--- config.mk ---
export PLATFORM = sky130hd
export DESIGN_NAME = data_packet_framer_crc32
export DESIGN_NICKNAME = d
export VERILOG_FILES = /design/src/design/dpf_pkg.sv /design/src/design/data_packet_framer_crc32.sv
export VERILOG_INCLUDE_DIRS = /design/src /design/src/design
export SDC_FILE = /design/constraint.sdc
export NUM_CORES = 1
export LEC_CHECK = 0
export ABC_AREA = 1
export BUFFER_PORTS_ARGS = -buffer_cell sky130_fd_sc_hd__clkbuf_2
export CORE_AREA = 3 3 119 121
export DETAILED_ROUTE_END_ITERATION = 12
export DIE_AREA = 0 0 122 124
export HOLD_SLACK_MARGIN = 0.02
export PLACE_DENSITY = 0.79
export SLEW_MARGIN = 10
export SYNTH_ARGS = -nofsm -noshare
export SYNTH_HDL_FRONTEND = slang
export SYNTH_SLANG_ARGS = --single-unit
export TNS_END_PERCENT = 1
--- constraint.sdc ---
create_clock -name clock -period 4.25 [get_ports clock]
set_input_delay 0.425 -clock clock [delete_from_list [all_inputs] [get_ports clock]]
set_output_delay 0.425 -clock clock [all_outputs]
set_load 0.005 [all_outputs]
--- src/design/assert_macros.svh ---
// Assertion macros shared by the framer RTL.
`ifndef ASSERT_MACROS_SVH
`define ASSERT_MACROS_SVH

// Checked on every clock edge outside reset.
`define DPF_ASSERT(lbl, prop, msg) \
   lbl: assert property (@(posedge clock) disable iff (reset) (prop)) else $error(msg);

// Checked on every clock edge, reset included.
`define DPF_ASSERT_ALWAYS(lbl, prop, msg) \
   lbl: assert property (@(posedge clock) (prop)) else $error(msg);

`endif

--- src/design/dpf_pkg.sv ---
// Types, constants and the CRC-32 byte step for the DATA frame builder.
`timescale 1ns / 1ps

package dpf_pkg;

   // Largest payload a frame may announce.
   localparam logic [10:0] MAX_PAYLOAD = 11'd512;

   // Reflected CRC-32 constants.
   localparam logic [31:0] CRC_PRESET = 32'hFFFF_FFFF;
   localparam logic [31:0] CRC_POLY   = 32'hEDB8_8320;

   // Function codes of an input item.
   localparam logic FUNC_START   = 1'b0;
   localparam logic FUNC_PAYLOAD = 1'b1;

   typedef struct packed {
      logic       func;
      logic [4:0] window;
      logic [9:0] payload_length;
      logic [7:0] sequence_number;
      logic [7:0] data_byte;
   } req_type;

   typedef struct packed {
      logic [7:0] frame_byte;
      logic       end_of_frame;
      logic       last_of_run;
   } rsp_type;

   // Fold one byte into a reflected CRC-32 register, one bit per step.
   function automatic logic [31:0] crc32_byte(input logic [31:0] crc, input logic [7:0] b);
      logic [31:0] c;
      c = crc ^ {24'd0, b};
      for (int k = 0; k < 8; k++) begin
         if (c[0]) begin
            c = (c >> 1) ^ CRC_POLY;
         end else begin
            c = c >> 1;
         end
      end
      return c;
   endfunction

endpackage

--- src/design/data_packet_framer_crc32.sv ---
// DATA frame builder: 12-byte header with CRC-32, payload echo and payload CRC-32.
//
// The req channel takes one item per handshake. A start item (func 0) opens a frame
// and produces 12 header bytes, or 16 when the length is zero (the empty payload CRC
// follows at once). A payload item (func 1) produces its byte, and the last payload
// byte of a frame also produces the four payload CRC bytes, the final one marked
// end_of_frame. Payload items with no open frame are accepted and produce nothing.
// The rsp channel carries one frame byte per item; last_of_run marks the final byte
// caused by one req item.
// The first byte of an item is registered in the engine, then in the rsp register.
// Throughput: while the rsp register is free, the engine hands it one byte per
// cycle; an item holds the engine until all its bytes have moved: 1 for a payload byte,
// 5 for the last payload byte, 12 or 16 for a start. The next item is accepted in the
// cycle the current one moves its last byte, so payload bytes flow one per cycle.
// Reset (synchronous) empties the engine and the rsp register, closes any frame and
// presets the payload CRC. When rsp_ready is low the rsp register holds its byte,
// the engine waits, and req_ready falls once the engine has an item in flight.
`timescale 1ns / 1ps

module data_packet_framer_crc32 (
   input  logic             clock,
   input  logic             reset,
   input  logic             req_valid,
   output logic             req_ready,
   input  dpf_pkg::req_type req_data,
   output logic             rsp_valid,
   input  logic             rsp_ready,
   output dpf_pkg::rsp_type rsp_data
);

   // Kind of run held by the emission engine.
   localparam logic KIND_HEADER  = 1'b0;
   localparam logic KIND_PAYLOAD = 1'b1;

   // Index of the final byte of each kind of run.
   localparam logic [3:0] LAST_HEADER       = 4'd11;
   localparam logic [3:0] LAST_HEADER_EMPTY = 4'd15;
   localparam logic [3:0] LAST_PAYLOAD      = 4'd0;
   localparam logic [3:0] LAST_PAYLOAD_CRC  = 4'd4;

   // Frame state.
   logic [31:0] payload_crc_ff, payload_crc_in;
   logic [9:0]  remaining_ff, remaining_in;
   logic        frame_open_ff, frame_open_in;

   // Emission engine.
   logic            busy_ff, busy_in;
   logic            kind_ff, kind_in;
   logic [3:0]      idx_ff, idx_in;
   logic [3:0]      last_ff, last_in;
   logic            close_ff, close_in;
   logic [3:0][7:0] hdr_ff, hdr_in;
   logic [31:0]     crc_ff, crc_in;

   // Result register.
   logic             rsp_valid_ff, rsp_valid_in;
   dpf_pkg::rsp_type rsp_data_ff, rsp_data_in;

   logic        out_free, advance, run_done, accept;
   logic [9:0]  len_sat;
   logic [31:0] byte_crc;
   logic [9:0]  rem_dec;
   logic        payload_ok;
   logic [31:0] crc_inv;
   logic [7:0]  eng_byte;

   // Handshake and per-item values.
   always_comb begin
      out_free   = !rsp_valid_ff || rsp_ready;
      advance    = busy_ff && out_free;
      run_done   = advance && (idx_ff == last_ff);
      req_ready  = !busy_ff || run_done;
      accept     = req_valid && req_ready;
      if ({1'b0, req_data.payload_length} > dpf_pkg::MAX_PAYLOAD) begin
         len_sat = dpf_pkg::MAX_PAYLOAD[9:0];
      end else begin
         len_sat = req_data.payload_length;
      end
      byte_crc   = dpf_pkg::crc32_byte(payload_crc_ff, req_data.data_byte);
      rem_dec    = remaining_ff - 10'd1;
      payload_ok = frame_open_ff && (remaining_ff != 10'd0);
   end

   // Byte the engine emits at its current index.
   always_comb begin
      crc_inv = ~crc_ff;
      if (kind_ff == KIND_HEADER) begin
         case (idx_ff) inside
            4'd0, 4'd1, 4'd2, 4'd3: eng_byte = hdr_ff[idx_ff[1:0]];
            4'd8:    eng_byte = crc_inv[31:24];
            4'd9:    eng_byte = crc_inv[23:16];
            4'd10:   eng_byte = crc_inv[15:8];
            4'd11:   eng_byte = crc_inv[7:0];
            default: eng_byte = 8'h00;
         endcase
      end else begin
         case (idx_ff)
            4'd0:    eng_byte = hdr_ff[0];
            4'd1:    eng_byte = crc_inv[31:24];
            4'd2:    eng_byte = crc_inv[23:16];
            4'd3:    eng_byte = crc_inv[15:8];
            4'd4:    eng_byte = crc_inv[7:0];
            default: eng_byte = 8'h00;
         endcase
      end
   end

   // Next state of the frame, the engine and the result register.
   always_comb begin
      payload_crc_in = payload_crc_ff;
      remaining_in   = remaining_ff;
      frame_open_in  = frame_open_ff;
      busy_in        = busy_ff;
      kind_in        = kind_ff;
      idx_in         = idx_ff;
      last_in        = last_ff;
      close_in       = close_ff;
      hdr_in         = hdr_ff;
      crc_in         = crc_ff;
      rsp_valid_in   = rsp_valid_ff;
      rsp_data_in    = rsp_data_ff;

      // Move one byte into the result register.
      if (advance) begin
         rsp_valid_in             = 1'b1;
         rsp_data_in.frame_byte   = eng_byte;
         rsp_data_in.last_of_run  = (idx_ff == last_ff);
         rsp_data_in.end_of_frame = close_ff && (idx_ff == last_ff);
         idx_in                   = idx_ff + 4'd1;
         if (kind_ff == KIND_HEADER && !idx_ff[3]) begin
            crc_in = dpf_pkg::crc32_byte(crc_ff, eng_byte);
         end
         if (run_done) begin
            busy_in = 1'b0;
         end
      end else if (rsp_ready) begin
         rsp_valid_in = 1'b0;
      end

      // Take a new item; the engine is free or finishing this cycle.
      if (accept) begin
         if (req_data.func == dpf_pkg::FUNC_START) begin
            payload_crc_in = dpf_pkg::CRC_PRESET;
            remaining_in   = len_sat;
            frame_open_in  = (len_sat != 10'd0);
            busy_in        = 1'b1;
            kind_in        = KIND_HEADER;
            idx_in         = 4'd0;
            last_in        = (len_sat == 10'd0) ? LAST_HEADER_EMPTY : LAST_HEADER;
            close_in       = (len_sat == 10'd0);
            hdr_in[0]      = {3'b010, req_data.window};
            hdr_in[1]      = {6'd0, len_sat[9:8]};
            hdr_in[2]      = len_sat[7:0];
            hdr_in[3]      = req_data.sequence_number;
            crc_in         = dpf_pkg::CRC_PRESET;
         end else if (payload_ok) begin
            remaining_in = rem_dec;
            busy_in      = 1'b1;
            kind_in      = KIND_PAYLOAD;
            idx_in       = 4'd0;
            hdr_in[0]    = req_data.data_byte;
            crc_in       = byte_crc;
            if (rem_dec == 10'd0) begin
               last_in        = LAST_PAYLOAD_CRC;
               close_in       = 1'b1;
               frame_open_in  = 1'b0;
               payload_crc_in = dpf_pkg::CRC_PRESET;
            end else begin
               last_in        = LAST_PAYLOAD;
               close_in       = 1'b0;
               payload_crc_in = byte_crc;
            end
         end
      end
   end

   // Control registers.
   always_ff @(posedge clock) begin
      if (reset) begin
         payload_crc_ff <= dpf_pkg::CRC_PRESET;
         remaining_ff   <= 10'd0;
         frame_open_ff  <= 1'b0;
         busy_ff        <= 1'b0;
         rsp_valid_ff   <= 1'b0;
      end else begin
         payload_crc_ff <= payload_crc_in;
         remaining_ff   <= remaining_in;
         frame_open_ff  <= frame_open_in;
         busy_ff        <= busy_in;
         rsp_valid_ff   <= rsp_valid_in;
      end
   end

   // Payload registers.
   always_ff @(posedge clock) begin
      kind_ff     <= kind_in;
      idx_ff      <= idx_in;
      last_ff     <= last_in;
      close_ff    <= close_in;
      hdr_ff      <= hdr_in;
      crc_ff      <= crc_in;
      rsp_data_ff <= rsp_data_in;
   end

   assign rsp_valid = rsp_valid_ff;
   assign rsp_data  = rsp_data_ff;

`include "assert_macros.svh"

   `DPF_ASSERT(a_eof_ends_run,
      rsp_valid_ff && rsp_data_ff.end_of_frame |-> rsp_data_ff.last_of_run,
      "end of frame on a byte that does not end its run")
   `DPF_ASSERT(a_open_has_bytes, frame_open_ff |-> remaining_ff != 10'd0,
      "open frame with no payload bytes expected")
   `DPF_ASSERT(a_idx_in_run, busy_ff |-> idx_ff <= last_ff,
      "engine index ran past the end of its run")
   `DPF_ASSERT_ALWAYS(a_reset_empty, reset |=> !busy_ff && !rsp_valid_ff,
      "engine or result register busy after reset")

endmodule
==> results.md <==
- Worst Path Arrival: 3820 ps
- Layout cell share with drive strength beyond 1: 13.9%
- Hold slack: 171 ps
- Antenna Nets Post-Route: 0
- Die width: 122 um
- Worst Setup SP: idx_ff[0]
- Startpoint types: register
- Reg2reg end: crc_ff[5]
- Total GRT Usage: between 30% and 40%
- Layout Nets: 1,213
- Ys Warns: 0
- Setup CP Type: reg2reg
- Clock power share: 21.8%
- CTS tree: built
- Most common cell after layout, fill and taps aside: nand2_1
- Worst endpoint required time: around 4600 ps
- Max-Cap Viols: 0
- Number of global-route vias before repair: 6,940
- PostCTS Resize Cnt: 0
- Post-synthesis cell area: ~8000 um2
- EDFF count, synth: 40
- Pin count of the biggest net entering global routing: between 50 and 60
- Worst Reg-to-Reg Cells: 18
- Overflow left after global routing: 0
- Initial DRC Count: 746
- Worst reg2reg startpoint: idx_ff[0]
- Die H: 124 um
- Core ar.: 13,200 um2
- DRC: 0
- CP max stage delay: 620 ps
- Sequential power share: 25.1%
- Max Freq: about 290 MHz
- Synth unique cells: between 40 and 50
- Commonest cells after routing, fill and taps aside: nand2_1 (332), nand3_1 (108), inv_1 (100)
- Worst Max-Slew Pin Slew: 945 ps
- Setup bufs post-CTS: 0
- Total negative slack: 0 ps
- DRT Pass-1 Iters: 5
- Antenna violations before repair: 0
- Dominant synthesized flop cell: dfxtp_1
- Clk sink count: 121
- Rel. slew slack: between 30% and 40%
- GP Congestion: 1.02
- Register area share after synthesis: 35.3%
- Post-DP HPWL: 18,000 um
- Post-layout min period: 3510 ps
- P_leak: 0.00429 uW
- Routed vias/inst: 5.76
- CTS buffer count: 17
- Starting Density: 60.7%
- Clk_lat worst skew: about 430 ps
- Synthesized Nets: 1,169
- RSZ-0062 raised after global routing: no
- Status: finished, final reports clean
- Longest Clk Path Bufs: 2
- PortBufs: 47
- Mapped Cells: 1,127
- Clk pin slew, worst setup/hold paths: ~60 ps
- Psw: 3270 uW
- Share of flip-flops with an asynchronous set or reset: 0%
- Diode count: 0
- Count of final setup violators: 0
- DR WL/cell: 17.9 um
- Slowest-stage cell, CP: dfxtp_1
- Vias: 7,835
- First-pass GRT wire length: 37,300 um
- Setup Skew: 7.59 ps
- Peak supply drop: 0.360 mV
- Most frequent CP cell: nand2_1
- Critical path capture point: crc_ff[5]
- FF-to-FF setup slack: 740 ps
- Worst hold path type: in2reg
- Hold Vio Cnt, Final: 0
- Power density over the cells: 754 nW/um2
- CP Cell Sequence: inv_1 > ha_1 > o21ai_1 > nand2_1 > inv_1 > nor2_1 > nor2_1 > nand2_2 > nand2_2 > nand2_1 > nand2_1 > nand2_1 > nand2_2 > nand2_1 > nand3_1 > nor2_1 > o22ai_1 > inv_1
- Avg Cell Area, Syn: 7.10 um2
- Setup crit end kind: register
- Period utilization: 82.5%
- Total wire length: around 24,000 um
- Yosys reg bits: 121
- CTS HTree Levels: 4
- Placement Rows: 42
- Layout area overhead: 12.3%
- Die Area: roughly 15,000 um2
- WHS Path Cells: 1
- Final-report max-slew violation count: 0
- Ports: 48
- Crit Path Max Fanout: 16
- Root buffer cell: clkbuf_16
- Sw frac: 48.3%
- Hold-fix buffers, CTS: 0
- Comb pwr share: 53.1%
- Power Internal: 3500 uW
per-layer routing:
| layer | up-vias | wire length [um] | global-route usage [%] |
|---|---|---|---|
| li1 | 3731 | - | - |
| met1 | 3610 | 10100 | 43.8 |
| met2 | 408 | 10900 | 49.9 |
| met3 | 86 | 2150 | 6.99 |
| met4 | 0 | 1210 | 16.1 |
| met5 | - | 0 | 0 |
flip-flops by register name, indices dropped and copies added (netlist names), 2 cells and up:
register,cells
crc_ff,32
hdr_ff,26
idx_ff,4
last_ff,2
payload_crc_ff,32
remaining_ff,10
rsp_data,10
power groups by stage:
stage	combinational, uW	clock, uW	sequential, uW
CTS	3500	1480	1690
floorplan	2680	0	1590
finish	3600	1480	1700
global placement	3470	0	1710
global route	3930	1540	1710
detailed placement	3470	0	1710
synthesized netlist by cell type, types with 2 or more instances:
master | instances | area, um2
nand3_1 | 108 | 541
or2_2 | 2 | 12.5
inv_1 | 100 | 375
dfxtp_1 | 81 | 1620
xor2_1 | 69 | 604
xnor2_1 | 30 | 263
nor2_2 | 6 | 37.5
or2_1 | 3 | 18.8
o211ai_1 | 13 | 97.6
clkbuf_1 | 17 | 63.8
nor2_4 | 2 | 22.5
o221ai_1 | 2 | 17.5
a21oi_1 | 41 | 205
nand3_2 | 3 | 30.0
o21bai_1 | 9 | 67.6
nor2_1 | 83 | 312
buf_2 | 13 | 65.1
nand2_2 | 37 | 231
o22ai_1 | 2 | 12.5
nand3b_1 | 5 | 37.5
ha_1 | 6 | 75.1
nand2_1 | 332 | 1250
o21ai_1 | 20 | 100
xor2_2 | 2 | 32.5
nor4_1 | 3 | 18.8
o311ai_0 | 2 | 17.5
a31oi_1 | 4 | 25.0
a21oi_2 | 2 | 17.5
nand4_1 | 3 | 18.8
nor2_8 | 3 | 60.1
nor3_1 | 4 | 20.0
xnor2_2 | 2 | 32.5
nand2_4 | 5 | 56.3
buf_1 | 2 | 7.51
o21ai_2 | 2 | 17.5
inv_2 | 7 | 26.3
buf_6 | 2 | 22.5
edfxtp_1 | 40 | 1200
o21ai_0 | 52 | 260
stage by stage:
stage / setup slack [ps] / power [uW] / area (um2) / std cells / util (%)
final: 744 / 6780 / 8990 / 1360 / 68.1
after global routing: 418 / 7190 / 8990 / 1360 / 68.1
after CTS: 829 / 6670 / 8990 / 1360 / 68.1
after detailed placement: 910 / 5180 / 8390 / 1328 / 63.6
after global placement: 979 / 5180 / 8390 / 1328 / 63.6
after floorplan: 1750 / 4270 / 8000 / 1127 / -
cells by family after synthesis:
family | Yosys count | synth area share (%)
flip-flops | 121 | 35.3
AO/OA/AOI/OAI | 153 | 11.0
buffers and inverters | 142 | 7.10
XOR/XNOR | 105 | 12.3
adder cells (fa/ha/maj) | 6 | 0.938
AND/OR/NAND/NOR | 600 | 33.3
how the worst min path moves through the flow:
stage / to / from
after floorplan: frame_open_ff / frame_open_ff
after global placement: frame_open_ff / frame_open_ff
after detailed placement: frame_open_ff / frame_open_ff
after CTS: hdr_ff[28] / req_data[12]
after global routing: hdr_ff[25] / req_data[9]
final: hdr_ff[28] / req_data[12]
worst max-delay path, delay by kind of cell (launching register included):
kind                     cells  cell delay, ps
AND/OR/NAND/NOR             12            1470
flip-flops                   1             620
buffers and inverters        3             600
AO/OA/AOI/OAI                2             350
adder cells (fa/ha/maj)      1             330
cell type report:
cell class,count,area (um2)
inverters,107,402
multi-input cells,864,4610
clock buffers,17,425
flip-flops and latches,121,2820
well taps,176,220
clock inverters,15,174
fillers,1109,4200
repair buffers,60,333
Note: power is estimated with default switching activity, not from simulation.
